$ cat config.mk
export PLATFORM = sky130hd
export DESIGN_NAME = tga_rle_pixel_decoder_unit
export DESIGN_NICKNAME = d
export VERILOG_FILES = /design/src/rtl/core/tgarle_pkg.sv /design/src/rtl/core/tga_rle_pixel_decoder_unit.sv
export SDC_FILE = /design/constraint.sdc
export NUM_CORES = 1
export LEC_CHECK = 0
export BUFFER_PORTS_ARGS = -buffer_cell sky130_fd_sc_hd__buf_4
export CAP_MARGIN = 15
export CORE_MARGIN = 2
export CORE_UTILIZATION = 23
export DETAILED_ROUTE_END_ITERATION = 6
export HOLD_SLACK_MARGIN = 0.03
export PLACE_DENSITY = 0.37
export SYNTH_ARGS = -nofsm -noshare
export SYNTH_HDL_FRONTEND = slang
export SYNTH_SLANG_ARGS = --single-unit
$ cat constraint.sdc
create_clock -name aclk -period 6.7 [get_ports aclk]
set_input_delay 0.335 -clock aclk [delete_from_list [all_inputs] [get_ports aclk]]
set_output_delay 0.335 -clock aclk [all_outputs]
set_load 0.02 [all_outputs]
$ cat src/rtl/core/tgarle_pkg.sv
package tgarle_pkg;

    // Decoder phase, one-hot
    typedef enum logic [1:0] {
        PH_HEADER = 2'b01,
        PH_PIXEL  = 2'b10
    } phase_t;

    // Register indexes on the configuration port
    typedef enum logic {
        REG_BYTES_PER_PIXEL = 1'b0,
        REG_IMAGE_PIXELS    = 1'b1
    } reg_index_t;

    localparam int unsigned PIXEL_W = 32;
    localparam int unsigned RUN_W   = 8;
    localparam int unsigned BPP_W   = 3;

    // Packet header fields
    localparam int unsigned HDR_REPEAT_BIT = 7;
    localparam logic [7:0]  HDR_COUNT_MASK = 8'h7f;

endpackage

$ cat src/rtl/core/tga_rle_pixel_decoder_unit.sv
// A result appears in the cycle after the byte that completes its pixel is accepted.
// Throughput: one stream byte per cycle, sustained; s_ready drops only while the result
// register holds an untaken result and m_ready is low.
// Reset (aresetn low, synchronous): decoder waits for a packet header, result register
// empty, bytes_per_pixel = 4, image_pixels = 1.
module tga_rle_pixel_decoder_unit
    import tgarle_pkg::*;
#(
    parameter int MAX_PIXEL_BYTES = 4
) (
    input  logic               aclk,
    input  logic               aresetn,
    // configuration
    input  logic               cfg_wr_en,
    input  logic               cfg_index,
    input  logic [31:0]        cfg_wdata,
    // compressed byte stream
    input  logic               s_valid,
    output logic               s_ready,
    input  logic [7:0]         s_in_byte,
    // decoded runs
    output logic               m_valid,
    input  logic               m_ready,
    output logic [PIXEL_W-1:0] m_pixel_value,
    output logic [RUN_W-1:0]   m_run_length,
    output logic               m_image_done,
    output logic               m_overrun
);

    localparam int BPW   = $clog2(MAX_PIXEL_BYTES + 1);
    localparam int CW    = ((BPW > BPP_W) ? BPW : BPP_W) + 1;
    localparam int IDXW  = (MAX_PIXEL_BYTES > 1) ? $clog2(MAX_PIXEL_BYTES) : 1;
    localparam int NBYTE = (MAX_PIXEL_BYTES < PIXEL_W / 8) ? MAX_PIXEL_BYTES : PIXEL_W / 8;

    // configuration registers
    logic [BPP_W-1:0]   bpp_cfg_reg;
    logic [31:0]        img_cfg_reg;

    // decoder state
    phase_t             phase_reg, phase_next;
    logic [IDXW-1:0]    byte_idx_reg, byte_idx_next;
    logic [RUN_W-1:0]   pkt_left_reg, pkt_left_next;
    logic               repeat_reg, repeat_next;
    logic [PIXEL_W-1:0] asm_reg, asm_next;
    logic [31:0]        img_left_reg, img_left_next;
    logic               ovr_seen_reg, ovr_seen_next;
    logic               fresh_reg, fresh_next;

    // result register
    logic               m_valid_reg, m_valid_next;
    logic [PIXEL_W-1:0] m_pixel_reg;
    logic [RUN_W-1:0]   m_run_reg;
    logic               m_done_reg;
    logic               m_ovr_reg;

    // combinational results
    logic               accept;
    logic               emit;
    logic [PIXEL_W-1:0] res_pixel;
    logic [RUN_W-1:0]   res_run;
    logic               res_done;
    logic               res_ovr;

    logic [CW-1:0]      eff_bpp;
    logic [CW-1:0]      byte_pos_next;
    logic [PIXEL_W-1:0] asm_new;
    logic [RUN_W-1:0]   hdr_count;
    logic [31:0]        left_base;
    logic               hdr_over;
    logic [31:0]        left_dec;
    logic [31:0]        left_after;
    logic [RUN_W-1:0]   pkt_after;

    assign accept  = s_valid && s_ready;
    assign s_ready = !m_valid_reg || m_ready;

    // Clamp bytes per pixel into 1..MAX_PIXEL_BYTES
    always_comb begin
        eff_bpp = CW'(bpp_cfg_reg);
        if (eff_bpp == '0) begin
            eff_bpp = CW'(1);
        end else if (eff_bpp > CW'(MAX_PIXEL_BYTES)) begin
            eff_bpp = CW'(MAX_PIXEL_BYTES);
        end
    end

    // Merge the incoming byte into the pixel under assembly
    always_comb begin
        asm_new = asm_reg;
        for (int i = 0; i < NBYTE; i++) begin
            if (CW'(byte_idx_reg) == CW'(i)) begin
                asm_new[8*i +: 8] = s_in_byte;
            end
        end
        byte_pos_next = CW'(byte_idx_reg) + CW'(1);
    end

    // Header decode: packet size and budget check
    always_comb begin
        hdr_count = RUN_W'(s_in_byte & HDR_COUNT_MASK) + RUN_W'(1);
        left_base = img_left_reg;
        if (fresh_reg) begin
            left_base = (img_cfg_reg == '0) ? 32'd1 : img_cfg_reg;
        end
        hdr_over = {24'd0, hdr_count} > left_base;
    end

    // Pixel completion: budget countdown
    always_comb begin
        left_dec   = repeat_reg ? {24'd0, pkt_left_reg} : 32'd1;
        left_after = img_left_reg - left_dec;
        pkt_after  = '0;
        if (!repeat_reg && pkt_left_reg != '0) begin
            pkt_after = pkt_left_reg - RUN_W'(1);
        end
    end

    // Advance the decoder on each accepted byte
    always_comb begin
        phase_next    = phase_reg;
        byte_idx_next = byte_idx_reg;
        pkt_left_next = pkt_left_reg;
        repeat_next   = repeat_reg;
        asm_next      = asm_reg;
        img_left_next = img_left_reg;
        ovr_seen_next = ovr_seen_reg;
        fresh_next    = fresh_reg;
        emit          = 1'b0;
        res_pixel     = asm_new;
        res_run       = repeat_reg ? pkt_left_reg : RUN_W'(1);
        res_done      = 1'b0;
        res_ovr       = 1'b0;

        if (accept) begin
            unique case (phase_reg)
                PH_HEADER: begin
                    img_left_next = left_base;
                    fresh_next    = 1'b0;
                    ovr_seen_next = (ovr_seen_reg && !fresh_reg) || hdr_over;
                    repeat_next   = s_in_byte[HDR_REPEAT_BIT];
                    pkt_left_next = (s_in_byte[HDR_REPEAT_BIT] && hdr_over)
                                    ? left_base[RUN_W-1:0] : hdr_count;
                    byte_idx_next = '0;
                    asm_next      = '0;
                    phase_next    = PH_PIXEL;
                end
                PH_PIXEL: begin
                    if (byte_pos_next < eff_bpp) begin
                        byte_idx_next = IDXW'(byte_pos_next);
                        asm_next      = asm_new;
                    end else begin
                        byte_idx_next = '0;
                        asm_next      = '0;
                        emit          = repeat_reg || (img_left_reg != '0);
                        res_done      = (left_after == '0);
                        res_ovr       = (left_after == '0) && ovr_seen_reg;
                        if (emit) begin
                            img_left_next = left_after;
                        end
                        pkt_left_next = pkt_after;
                        if (pkt_after == '0) begin
                            phase_next = PH_HEADER;
                            if (img_left_next == '0) begin
                                fresh_next    = 1'b1;
                                ovr_seen_next = 1'b0;
                            end
                        end
                    end
                end
                default: begin
                    phase_next = PH_HEADER;
                end
            endcase
        end
    end

    // Result register: drop when taken, load on a new result
    always_comb begin
        m_valid_next = m_valid_reg;
        if (m_ready) begin
            m_valid_next = 1'b0;
        end
        if (emit) begin
            m_valid_next = 1'b1;
        end
    end

    // Control and configuration registers
    always_ff @(posedge aclk) begin
        if (!aresetn) begin
            bpp_cfg_reg  <= BPP_W'(4);
            img_cfg_reg  <= 32'd1;
            phase_reg    <= PH_HEADER;
            byte_idx_reg <= '0;
            pkt_left_reg <= '0;
            repeat_reg   <= 1'b0;
            asm_reg      <= '0;
            img_left_reg <= 32'd1;
            ovr_seen_reg <= 1'b0;
            fresh_reg    <= 1'b1;
            m_valid_reg  <= 1'b0;
        end else begin
            if (cfg_wr_en) begin
                unique case (cfg_index)
                    REG_BYTES_PER_PIXEL: bpp_cfg_reg <= cfg_wdata[BPP_W-1:0];
                    REG_IMAGE_PIXELS:    img_cfg_reg <= cfg_wdata;
                    default: ;
                endcase
            end
            phase_reg    <= phase_next;
            byte_idx_reg <= byte_idx_next;
            pkt_left_reg <= pkt_left_next;
            repeat_reg   <= repeat_next;
            asm_reg      <= asm_next;
            img_left_reg <= img_left_next;
            ovr_seen_reg <= ovr_seen_next;
            fresh_reg    <= fresh_next;
            m_valid_reg  <= m_valid_next;
        end
    end

    // Result payload
    always_ff @(posedge aclk) begin
        if (emit) begin
            m_pixel_reg <= res_pixel;
            m_run_reg   <= res_run;
            m_done_reg  <= res_done;
            m_ovr_reg   <= res_ovr;
        end
    end

    assign m_valid       = m_valid_reg;
    assign m_pixel_value = m_pixel_reg;
    assign m_run_length  = m_run_reg;
    assign m_image_done  = m_done_reg;
    assign m_overrun     = m_ovr_reg;

endmodule

* Yosys cells after proc, flatten, opt, wreduce, memory -nomap -nowiden
Index checks and enable logic that the tools add are counted.
** Operators by class
- Eq/ne operators :: 8
- Add/sub/neg operators :: 4
- Bitwise operators :: 3
- Reductions and logical operators :: 29
- Muxes and demuxes :: 39
- Magnitude comparators :: 3
** Operator list (number)
- 32-bit two-way mux :: 8
- 32-bit one-hot mux with 2 select lines :: 2
- 32-bit zero test :: 3
- 8-bit two-way mux :: 8
- 8-bit by 32-bit greater-than comparator with 1-bit output :: 1
- 32-bit nonzero test :: 1
- 32-bit by 8-bit subtractor with 32-bit output :: 1
- 8-bit one-hot mux with 2 select lines :: 1
- 1-bit two-way mux :: 11
- 7-bit by 1-bit adder with 8-bit output, second input constant :: 1
- 8-bit zero test :: 1
- 2-bit one-hot mux with 2 select lines :: 2
- 2-bit AND reduction :: 4
- 8-bit nonzero test :: 1
- 8-bit by 1-bit subtractor with 8-bit output, second input constant :: 1
- 2-bit == test, second input constant :: 3
- 2-bit two-way mux :: 3
- 2-bit inequality test, second input constant :: 3
- 3-bit AND reduction :: 2
- 1-bit logical AND :: 5
- 5-bit AND reduction :: 1
- 2-bit by 1-bit == test with 1-bit output, second input constant :: 2
- 3-bit by 4-bit less-than comparator with 1-bit output :: 1
- 4-bit two-way mux :: 1
- other kinds (11) :: 19
** Storage, ports and cells
- Output and inout bits :: 44
- Bits of input ports :: 46
- Flip-flop bits (word level) :: 157
- Logic and storage cells :: 101

* Logic depth before layout (Yosys ltp)
Gate-level depths: netlist of run 1.
- Depth in word-level cells :: 12
- Gate-level depth with buffers :: 16

* Worst setup path after synthesis of run 1
OpenSTA, ideal clock, no wires.
- Kind :: register to register
- Start point :: register img_left_reg[9]
- End point :: register m_done_reg (netlist: m_image_done) (enable)
- Arrival time :: 4.257 ns
- Period minus slack after synthesis :: 4.752 ns
- Stages on the path, launching flop included :: 8
- Setup slack :: 1.948 ns
- Setup time :: 0.495 ns
- Cells stage by stage :: dfxtp_1 -> clkbuf_1 -> or3_1 -> nor3_1 -> nand3_1 -> nand2_2 -> buf_2 -> nor3_1
** Between the ends
- Cells in the longest elaborated chain, start to end :: 5
** RTL lines
- from (decl) :: line tga_rle_pixel_decoder_unit.sv:45 : logic [31:0] img_left_reg, img_left_next;
- from (signal assigned) :: line tga_rle_pixel_decoder_unit.sv:215 : img_left_reg <= img_left_next;
- 32-bit nonzero test :: line tga_rle_pixel_decoder_unit.sv:154 : emit = repeat_reg || (img_left_reg != '0);
- 1-bit logical OR :: line tga_rle_pixel_decoder_unit.sv:154
- 1-bit two-way mux :: line tga_rle_pixel_decoder_unit.sv:148 : if (byte_pos_next < eff_bpp) begin
- 1-bit two-way mux :: line tga_rle_pixel_decoder_unit.sv:135 : unique case (phase_reg)
- 1-bit two-way mux :: line tga_rle_pixel_decoder_unit.sv:134 : if (accept) begin
- net emit :: line tga_rle_pixel_decoder_unit.sv:58 : logic emit;
- to (signal assigned) :: line tga_rle_pixel_decoder_unit.sv:227 : m_done_reg <= res_done;
- to (decl) :: line tga_rle_pixel_decoder_unit.sv:53 : logic m_done_reg;
The timed path passes the listed nets, and every way through them passes these cells.
A chain may end at the register's enable or synchronous reset.

* Worst setup path after layout of run 1
- Start point :: register fresh_reg
- End point :: register pkt_left_reg[5]
** Between the ends
- Cells in the longest elaborated chain, start to end :: 5
** RTL lines
- from (decl) :: line tga_rle_pixel_decoder_unit.sv:47 : logic fresh_reg, fresh_next;
- from (signal assigned) :: line tga_rle_pixel_decoder_unit.sv:217 : fresh_reg <= fresh_next;
- 32-bit two-way mux (*) :: line tga_rle_pixel_decoder_unit.sv:102 : if (fresh_reg) begin
- 8-bit by 32-bit greater-than comparator with 1-bit output :: line tga_rle_pixel_decoder_unit.sv:105 : hdr_over = {24'd0, hdr_count} > left_base;
- 1-bit logical AND :: line tga_rle_pixel_decoder_unit.sv:141 : pkt_left_next = (s_in_byte[HDR_REPEAT_BIT] && hdr_over)
- 8-bit two-way mux (*) :: line tga_rle_pixel_decoder_unit.sv:142 : ? left_base[RUN_W-1:0] : hdr_count;
- 8-bit one-hot mux with 2 select lines (*) :: line tga_rle_pixel_decoder_unit.sv:135
- to (signal assigned) :: line tga_rle_pixel_decoder_unit.sv:212 : pkt_left_reg <= pkt_left_next;
- to (decl) :: line tga_rle_pixel_decoder_unit.sv:42 : logic [RUN_W-1:0] pkt_left_reg, pkt_left_next;
Every way passes the cells marked *; elsewhere a longest branch is shown, timed or not.

==> summary.md, run 1 <==
| Metric | Value |
|---|---|
| Status | completed |
| DR WL/cell | 18.6 um |
| 1st-pass router iterations | 5 |
| Final #Nets | 1102 |
| Final Hold Fails | 0 |
| Post-Route Setup TNS | 0 ns |
| Worst skew pair latency | 0.43 ns |
| Max Slew Vio Count | 0 |
| CP Class | reg2reg |
| Ant diodes | 0 |
| Max VDD drop | 146 uV |
| Kind of cell adding the most delay to the critical path | compound AO/OA/AOI/OAI gates |
| CP max stage delay | 1.08 ns |
| Dpl cells | 1477 |
| Clk sinks | 157 |
| Synth Cell Area | 8440 um2 |
| Most used cell, CP | nor2_1 |
| Gpl congestion | 0.799 |
| RR Endpoint | pkt_left_reg[5]$_SDFFE_PN0P_ |
| CTS resizes | 0 |
| Clock slew at reported path FFs | 0.07 ns |
| CP Depth | 13 |
| Post-synthesis cell count | 982 |
| WP buf/inv | 2 |
| Placed Area | 9480 um2 |
| # IOs | 90 |
| Core Area | 36300 um2 |
| Distinct cell type count of the synthesized netlist | 61 |
| Slew at the pin with the worst max-slew slack | 1.13 ns |
| Initial DRC count | 444 |
| Post-DP HPWL | 19400 um |
| Sequential share of the synthesized area | 42.2% |
| Gr usage total | 14.8% |
| Syn_area_per_cell | 8.59 um2 |
| Startpoint Class | flop |
| # hold bufs at CTS | 0 |
| CTS Buffer Depth | 2 |
| Share of layout cells above drive strength 1 | 17.4% |
| Finished layout cell area | 10100 um2 |
| Horiz. Die Dim | 196 um |
| Layout area overhead | 19.5% |
| R2R setup slack | 2.72 ns |
| Power per cell area | 267 nW/um2 |
| Effective utilization at floorplan | 23.2% |
| Final min period | 3.98 ns |
| Root buffer selected by CTS | clkbuf_16 |
| Worst reg2reg startpoint | fresh_reg$_SDFFE_PN1P_ |
| Leakage power | 3.87 nW |
| Port Buf Inserts | 89 |
| Initial antenna violation count | 2 |
| Final Cycle Share | 59.5% |
| # setup viols final | 0 |
| Crit path from | fresh_reg$_SDFFE_PN1P_ |
| Top FF cell, synth | dfxtp_1 |
| Largest net degree at the start of global routing | 64 |
| Die Ht | 196 um |
| Most frequent cell after synthesis | nand2_1 |
| Tot Pwr | 2.70 mW |
| Post-CTS Setup Repair Bufs | 0 |
| Critical path data required time | 7.07 ns |
| Largest cells by area after synthesis | dfxtp_1 27%, edfxtp_1 15%, nand2_1 6.4%, a21oi_1 5.9%, mux2i_1 4.4% |
| Synth area leader | dfxtp_1 |
| Top cells by count, synth | 145 x nand2_1, 115 x dfxtp_1, 99 x a21oi_1 |
| CTS tree | built |
| RSZ-0062 raised after global routing | false |
| Slew HR | 24.8% |
| Async SR Flop Fraction | 0% |
| Synthesized net count | 1056 |
| Crit Path Max Fanout | 38 |
| CP Capture Point | pkt_left_reg[5]$_SDFFE_PN0P_ |
| Slowest CP cell | dfxtp_2 |
| Hold crit path type | in2reg |
| Total number of vias | 7321 |
| Critical Path End Type | flop |
| Max Cap Violations | 0 |
| Total grt overflow | 0 |
| Number of enable flip-flop cells after synthesis | 42 |
| Yosys top cell area share | 27.3% |
| Total routed wirelength | 28000 um |
| TritonCTS Buffers | 17 |
| Warnings, synthesis | 0 |
| Fmax | 0.251 GHz |
| WP data arrival | 4.35 ns |
| H-tree levels | 4 |
| Clock Skew | 0.0153 ns |
| Vias per cell | 4.85 |
| Final Util | 27.7% |
| Post-synthesis register bit count | 157 |
| DIE AREA | 38200 um2 |
| Crit-path cells | inv_1 -> a311o_1 -> o21ai_0 -> inv_1 -> ha_1 -> o22ai_1 -> nor2_1 -> o21ai_0 -> nand3b_1 -> nor2_1 -> nor2_1 -> a211oi_1 -> o221a_2 |
| Drt drc | 0 |
| Layout Cells excl Fill | 1509 |
| Std cell rows | 70 |
| Path depth of the worst reg2reg path | 13 |
| Wire length of the first global-routing pass | 43500 um |
| ANT nets after route | 0 |
| Number of global-route vias before repair | 7042 |
==> final cells by class <==
class / instances / area (um2)
repair buffers: 95 / 713
inverters: 23 / 87.6
clock inverters: 14 / 159
multi-input cells: 734 / 4530
fillers: 3866 / 26300
well taps: 468 / 586
clock buffers: 18 / 439
flip-flops and latches: 157 / 3560
==> worst reg2reg max path, cell delays in order (launching register included) <==
cell,delay (ns)
dfxtp_2,1.08
inv_1,0.20
a311o_1,0.32
o21ai_0,0.14
inv_1,0.08
ha_1,0.18
o22ai_1,0.16
nor2_1,0.05
o21ai_0,0.15
nand3b_1,0.12
nor2_1,0.79
nor2_1,0.09
a211oi_1,0.33
o221a_2,0.23
==> metal layers <==
| layer | part of all wire (%) | global-route usage, % |
|---|---|---|
| met4 | 0.89 | 3.45 |
| met2 | 43 | 22.1 |
| met5 | 0 | 0 |
| met1 | 52 | 22.1 |
| met3 | 4.1 | 2.38 |
==> logic make-up after synthesis <==
family	share of synthesized area, %
and+or+nand+nor	22.1
AOI/OAI and AO/OA	16.3
DFF	42.2
buffers and inverters	4.30
muxes	8.66
adders and majority gates	4.24
xor gates and xnor gates	2.18
==> worst min-delay path by stage <==
stage                                   endpoint                     start  slack [ns]  depth (start not counted)
floorplan                asm_reg[0]$_SDFFE_PN0P_   asm_reg[0]$_SDFFE_PN0P_        0.43                          2
global placement         asm_reg[5]$_SDFFE_PN0P_   asm_reg[5]$_SDFFE_PN0P_        0.44                          2
detailed placement      asm_reg[20]$_SDFFE_PN0P_  asm_reg[20]$_SDFFE_PN0P_        0.44                          2
CTS                  img_cfg_reg[0]$_SDFFE_PN1P_              cfg_wdata[0]        0.13                          3
global route        img_cfg_reg[26]$_SDFFE_PN0P_             cfg_wdata[26]        0.13                          3
finish               img_cfg_reg[0]$_SDFFE_PN1P_              cfg_wdata[0]        0.14                          3
==> metrics by stage <==
stage | hold WS (ns) | setup WS [ns]
floorplan | 0.429 | 1.95
global placement | 0.435 | 2.93
detailed placement | 0.441 | 2.79
CTS | 0.127 | 2.76
global route | 0.130 | 2.42
finish | 0.143 | 2.72
==> placed cells by master, fill, tap and decap left out, types with 22 or more instances in the layout <==
cell type / n
edfxtp_1: 42
nor2_1: 77
nor4_1: 24
inv_1: 22
a21oi_1: 99
ha_1: 26
mux2i_1: 37
o21ai_0: 45
nand2_1: 145
buf_4: 95
dfxtp_1: 114
mux2_2: 32
nor3_1: 22
nand3_1: 49
==> power by group <==
group / total (mW) / internal, mW / switching, mW
clock network: 1.01 / 0.569 / 0.444
logic: 0.624 / 0.234 / 0.390
registers: 1.06 / 1.00 / 0.0597
(Power assumes the default switching activity.)
==> run 2, diff against run 1 <==
PLACE_DENSITY = 0.38   (was 0.37)
clock period = 3.3 ns   (was 6.7 ns; I/O delays follow)
==> summary.md, run 2 (synthesis results as in run 1) <==
| Metric | Value |
|---|---|
| Initial DRC count | 383 (-14%) |
| Layout area overhead | 29.3% |
| WP data arrival | 3.38 ns (-0.97 ns) |
| Final Cycle Share | 93.3% (+34 points) |
| Gpl congestion | 0.815 (+2.1%) |
| # setup viols final | 0 (unchanged) |
| Max Cap Violations | 0 (unchanged) |
| Worst skew pair latency | 0.45 ns (+0.02 ns) |
| Storage cell area | 3570 um2 (about the same) |
| Drt drc | 0 (unchanged) |
| Die Ht | 196 um (unchanged) |
| Post-CTS Setup Repair Bufs | 0 (unchanged) |
| Slew at the pin with the worst max-slew slack | 1.04 ns (-0.0899 ns) |
| Final Hold Fails | 0 (unchanged) |
| Largest net degree at the start of global routing | 64 (unchanged) |
| Port Buf Inserts | 89 (unchanged) |
| Slew HR | 30.8% (+6.0 points) |
| Std cell rows | 70 (unchanged) |
| Area occupied by multi-input gates | 4560 um2 (+0.50%) |
| Ant diodes | 0 (unchanged) |
| CTS Buffer Depth | 2 (unchanged) |
| Status | completed |
| Commonest non-fill, non-tap cell in the layout | nand2_1 |
| Share of layout cells above drive strength 1 | 20.7% (+3.3 points) |
| CP Class | reg2reg |
| Total grt overflow | 0 (unchanged) |
| Kind of cell adding the most delay to the critical path | simple AND/OR/NAND/NOR gates |
| RSZ-0062 raised after global routing | false |
| Leakage power | 4.30 nW (+11%) |
| Total number of vias | 7675 (+4.8%) |
| Fill count | 3875 (+0.23%) |
| 1st-pass router iterations | 5 (unchanged) |
| Critical path data required time | 3.60 ns (-3.47 ns) |
| Gr usage total | 15.3% (+0.52 points) |
| Pre-CTS setup slack | 0.130 ns (-2.66 ns) |
| Clock Skew | 0.0131 ns (-0.00227 ns) |
| Final WS setup | 0.222 ns (-2.50 ns) |
| Vias per cell | 4.81 (-0.82%) |
| DIE AREA | 38200 um2 (unchanged) |
| Power per cell area | 525 nW/um2 (+96%) |
| Final min period | 3.08 ns (-0.905 ns) |
| Post-Route Setup TNS | 0 ns (unchanged) |
| Hold crit path type | in2reg |
| ANT nets after route | 0 (unchanged) |
| Clk sinks | 157 (unchanged) |
| Max VDD drop | 382 uV (+160%) |
| TritonCTS Buffers | 17 (unchanged) |
| Total routed wirelength | 29100 um (+3.8%) |
| DR WL/cell | 18.2 um (-1.8%) |
| Slowest CP cell | dfxtp_1 |
| Number of global-route vias before repair | 7287 (+3.5%) |
| Fmax | 0.325 GHz (+29%) |
| Wire length of the first global-routing pass | 44700 um (+2.6%) |
| Horiz. Die Dim | 196 um (unchanged) |
| Root buffer selected by CTS | clkbuf_16 |
| Clock slew at reported path FFs | 0.07 ns (about the same) |
| H-tree levels | 4 (unchanged) |
| WP buf/inv | 1 (-1) |
| Most frequent cells in the layout | 145 x nand2_1, 142 x buf_4, 112 x dfxtp_1 |
| Final #Nets | 1188 (+7.8%) |
| Critical Path End Type | flop |
| # IOs | 90 (unchanged) |
| Core Area | 36300 um2 (unchanged) |
| Effective utilization at floorplan | 23.2% (unchanged) |
| Crit Path Max Fanout | 6 (-84%) |
| Initial antenna violation count | 0 (-2) |
| Startpoint Class | flop |
| Crit-path cells | and2_1 -> inv_1 -> ha_1 -> and2_1 -> a221oi_1 -> a21o_1 -> nand2_1 -> or3_1 -> or3_1 -> o21a_1 -> o21ai_0 -> a21oi_1 |
| CP max stage delay | 0.41 ns (-0.67 ns) |
| Max Slew Vio Count | 0 (unchanged) |
| Post-DP HPWL | 20600 um (+5.9%) |
| CTS tree | built |
==> run 2: layout make-up <==
cell class | count | share of cell area (%)
Timing Repair Buffer | 181 | 13.8
Multi-Input combinational cell | 734 | 41.8
Clock buffer | 22 | 4.36
Tap cell | 468 | 5.37
Clock inverter | 10 | 1.24
Sequential cell | 157 | 32.7
Inverter | 23 | 0.803
==> run 2: report_power, final <==
part / switching [mW] / internal, mW / leakage (nW)
Sequential: 0.0849 / 2.03 / 1.32
Clock: 0.855 / 1.26 / 0.298
Combinational: 0.884 / 0.612 / 2.69
Total: 1.82 / 3.90 / 4.30
==> run 2: final timing paths <==
path	cells after the start	start	endpoint	slack (ns)
max reg2reg	12	pkt_left_reg[4]$_SDFFE_PN0P_	img_left_reg[31]$_SDFFE_PN0P_	0.22
min	3	m_ready	m_valid$_SDFFE_PN0P_	0.11
max	12	pkt_left_reg[4]$_SDFFE_PN0P_	img_left_reg[31]$_SDFFE_PN0P_	0.22
min reg2reg	2	asm_reg[3]$_SDFFE_PN0P_	asm_reg[3]$_SDFFE_PN0P_	0.45
==> run 2: routing by layer <==
layer	track usage (%)	share of wire [%]	wire, um
met4	4.69	1.6	463
met5	0	0	0
met1	21.6	51	14700
met3	2.99	3.4	984
met2	23.5	44	12900
==> run 2: timing repair <==
item                                   CTS  global route
hold buffers                            35             0
resized for setup                        0             5
setup endpoints to repair                0             4
endpoints found under the hold margin   38             0
==> run 2: worst reg2reg max path, stage by stage, from the launching register on <==
cell and delay, ns:
dfxtp_1 0.41, and2_1 0.18, inv_1 0.05, ha_1 0.32, and2_1 0.19, a221oi_1 0.31, a21o_1 0.22, nand2_1 0.08
or3_1 0.39, or3_1 0.40, o21a_1 0.18, o21ai_0 0.15, a21oi_1 0.08
==> run 2: per-stage QoR <==
| stage | util (%) | hold WS, ns | std cells | instance area, um2 | total power [mW] |
|---|---|---|---|---|---|
| detailed placement | 27.2 | 0.417 | 1527 | 9900 | 3.60 |
| global route | 30.0 | 0.116 | 1595 | 10900 | 6.02 |
| CTS | 29.9 | 0.0968 | 1594 | 10900 | 5.77 |
| finish | 30.0 | 0.111 | 1595 | 10900 | 5.72 |
| global placement | 27.2 | 0.412 | 1527 | 9900 | 3.61 |
| floorplan | - | 0.289 | 982 | 8450 | 3.06 |
==> run 3, diff against run 2 <==
PLACE_DENSITY = default   (was 0.38)
PLACE_DENSITY_LB_ADDON = 0.25   (was default)
==> summary.md, run 3 (synthesis results as in run 1) <==
| Metric | Value |
|---|---|
| Final Util | 29.9% (-0.10 points) |
| Vias per cell | 4.84 (+0.69%) |
| Post-Route Setup TNS | 0 ns (unchanged) |
| Drt drc | 0 (unchanged) |
| Total grt overflow | 0 (unchanged) |
| Most frequent cells in the layout | 145 x nand2_1, 131 x buf_4, 112 x dfxtp_1 |
| Fill count | 3782 (-2.4%) |
| Share of layout cells above drive strength 1 | 20.6% (-0.10 points) |
| Dpl cells | 1518 (-0.59%) |
| Comb power frac | 26.2% (about the same) |
| Port Buf Inserts | 89 (unchanged) |
| Clk sinks | 157 (unchanged) |
| Gr usage total | 14.3% (-1.0 points) |
| CTS Buffer Depth | 2 (unchanged) |
| Gpl congestion | 0.861 (+5.7%) |
| Int Power | 3.80 mW (-2.5%) |
| Post-DP HPWL | 19100 um (-7.2%) |
| Worst skew pair latency | 0.44 ns (about the same) |
| H-tree levels | 4 (unchanged) |
| Critical path data required time | 3.60 ns (about the same) |
| Die Ht | 196 um (unchanged) |
| Layout Cells excl Fill | 1586 (-0.56%) |
| Psw | 1.88 mW (+2.9%) |
| Std cell rows | 70 (unchanged) |
| Total routed wirelength | 27500 um (-5.4%) |
| Worst hold stages | 3 (unchanged) |
| Core Area | 36300 um2 (unchanged) |
| Path depth of the worst reg2reg path | 12 (unchanged) |
| CTS tree | built |
| Slew HR | 50.7% (+20 points) |
| Total number of vias | 7684 (+0.12%) |
| WP data arrival | 3.34 ns (-0.04 ns) |
| Switching Fraction | 33.1% (+1.2 points) |
| Max VDD drop | 270 uV (-29%) |
| RSZ-0062 raised after global routing | false |
| # IOs | 90 (unchanged) |
| Startpoint Class | flop |
| Fmax | 0.329 GHz (+1.3%) |
| Final Hold Fails | 0 (unchanged) |
| Ant diodes | 0 (unchanged) |
| Clk pwr share | 36.6% (-0.3 points) |
| Wire length of the first global-routing pass | 42600 um (-4.7%) |
| Layout area overhead | 28.9% |
| TritonCTS Buffers | 17 (unchanged) |
| Initial antenna violation count | 0 (unchanged) |
| Final Cycle Share | 92.1% (-1.2 points) |
| Commonest non-fill, non-tap cell in the layout | nand2_1 |
| ANT nets after route | 0 (unchanged) |
| Max Slew Vio Count | 0 (unchanged) |
| CP Class | reg2reg |
| Area occupied by multi-input gates | 4550 um2 (about the same) |
| Register share of total power | 37.2% (+0.2 points) |
| Largest net degree at the start of global routing | 89 (+39%) |
| Horiz. Die Dim | 196 um (unchanged) |
| 1st-pass router iterations | 5 (unchanged) |
| # setup viols final | 0 (unchanged) |
| Storage cell area | 3570 um2 (unchanged) |
| Power per cell area | 522 nW/um2 (-0.43%) |
| Max Cap Violations | 0 (unchanged) |
| Status | completed |
| Root buffer selected by CTS | clkbuf_16 |
| Final min period | 3.04 ns (-0.0381 ns) |
| Tot Pwr | 5.68 mW (-0.76%) |
| Number of global-route vias before repair | 7273 (-0.19%) |
| Slew at the pin with the worst max-slew slack | 0.739 ns (-0.299 ns) |
| DIE AREA | 38200 um2 (unchanged) |
| Critical Path End Type | flop |
| Leakage power | 4.27 nW (-0.69%) |
| Effective utilization at floorplan | 23.2% (unchanged) |
| Initial DRC count | 489 (+28%) |
| Clock Skew | 0.0106 ns (-0.00250 ns) |
| DR WL/cell | 17.3 um (-4.9%) |
| Clock slew at reported path FFs | 0.07 ns (about the same) |
| Crit Path Max Fanout | 9 (+3) |
| Final #Nets | 1179 (-0.76%) |
| Hold crit path type | in2reg |
==> run 3: path summary, 6_finish.rpt <==
check | start | to | slack [ns]
worst max register to register | repeat_reg$_SDFFE_PN0P_ | img_left_reg[31]$_SDFFE_PN0P_ | 0.26
worst min register to register | asm_reg[20]$_SDFFE_PN0P_ | asm_reg[20]$_SDFFE_PN0P_ | 0.45
worst max-delay path | repeat_reg$_SDFFE_PN0P_ | img_left_reg[31]$_SDFFE_PN0P_ | 0.26
worst min-delay path | m_ready | m_valid$_SDFFE_PN0P_ | 0.12
==> run 3: final cells by class <==
class | count | area share (%)
well taps | 468 | 5.38
flip-flops and latches | 157 | 32.8
repair buffers | 172 | 13.5
multi-input cells | 734 | 41.9
clock inverters | 14 | 1.61
inverters | 23 | 0.805
clock buffers | 18 | 4.04
==> run 3: what timing repair did <==
action,CTS,global route
hold buffers,34,0
buffers inserted,0,0
setup endpoints to repair,0,6
gates resized for setup,0,5
endpoints found under the hold margin,36,0
==> run 3: power groups by stage <==
stage / sequential, mW / clock (mW) / combinational (mW)
finish: 2.11 / 2.08 / 1.49
global route: 2.12 / 2.19 / 1.62
CTS: 2.11 / 2.11 / 1.45
detailed placement: 2.15 / 0 / 1.41
global placement: 2.15 / 0 / 1.42
floorplan: 2.12 / 0 / 0.937
==> run 3: critical path, stage by stage (launching register included) <==
cell	delay (ns)
dfxtp_2	0.39
and2_1	0.17
inv_1	0.05
ha_1	0.35
a21o_1	0.23
a21o_1	0.24
nor2_1	0.14
nand2_1	0.09
or3_1	0.42
or3_1	0.42
o21a_1	0.18
o21ai_0	0.14
a21oi_1	0.09
==> run 3: stage by stage <==
step,worst slack [ns],hold WS (ns),instance area [um2]
global placement,0.196,0.410,9860
CTS,0.113,0.112,10800
global route,0.0216,0.132,10900
finish,0.260,0.123,10900
floorplan,0.218,0.289,8450
detailed placement,0.116,0.410,9860
==> run 3: metal layers <==
layer / vias up / GRT usage [%] / wire [um]
met5: - / 0 / 0
met1: 3683 / 20.6 / 13600
met2: 198 / 22.1 / 12300
met4: 0 / 3.79 / 357
met3: 22 / 2.28 / 1180
li1: 3781 / - / -
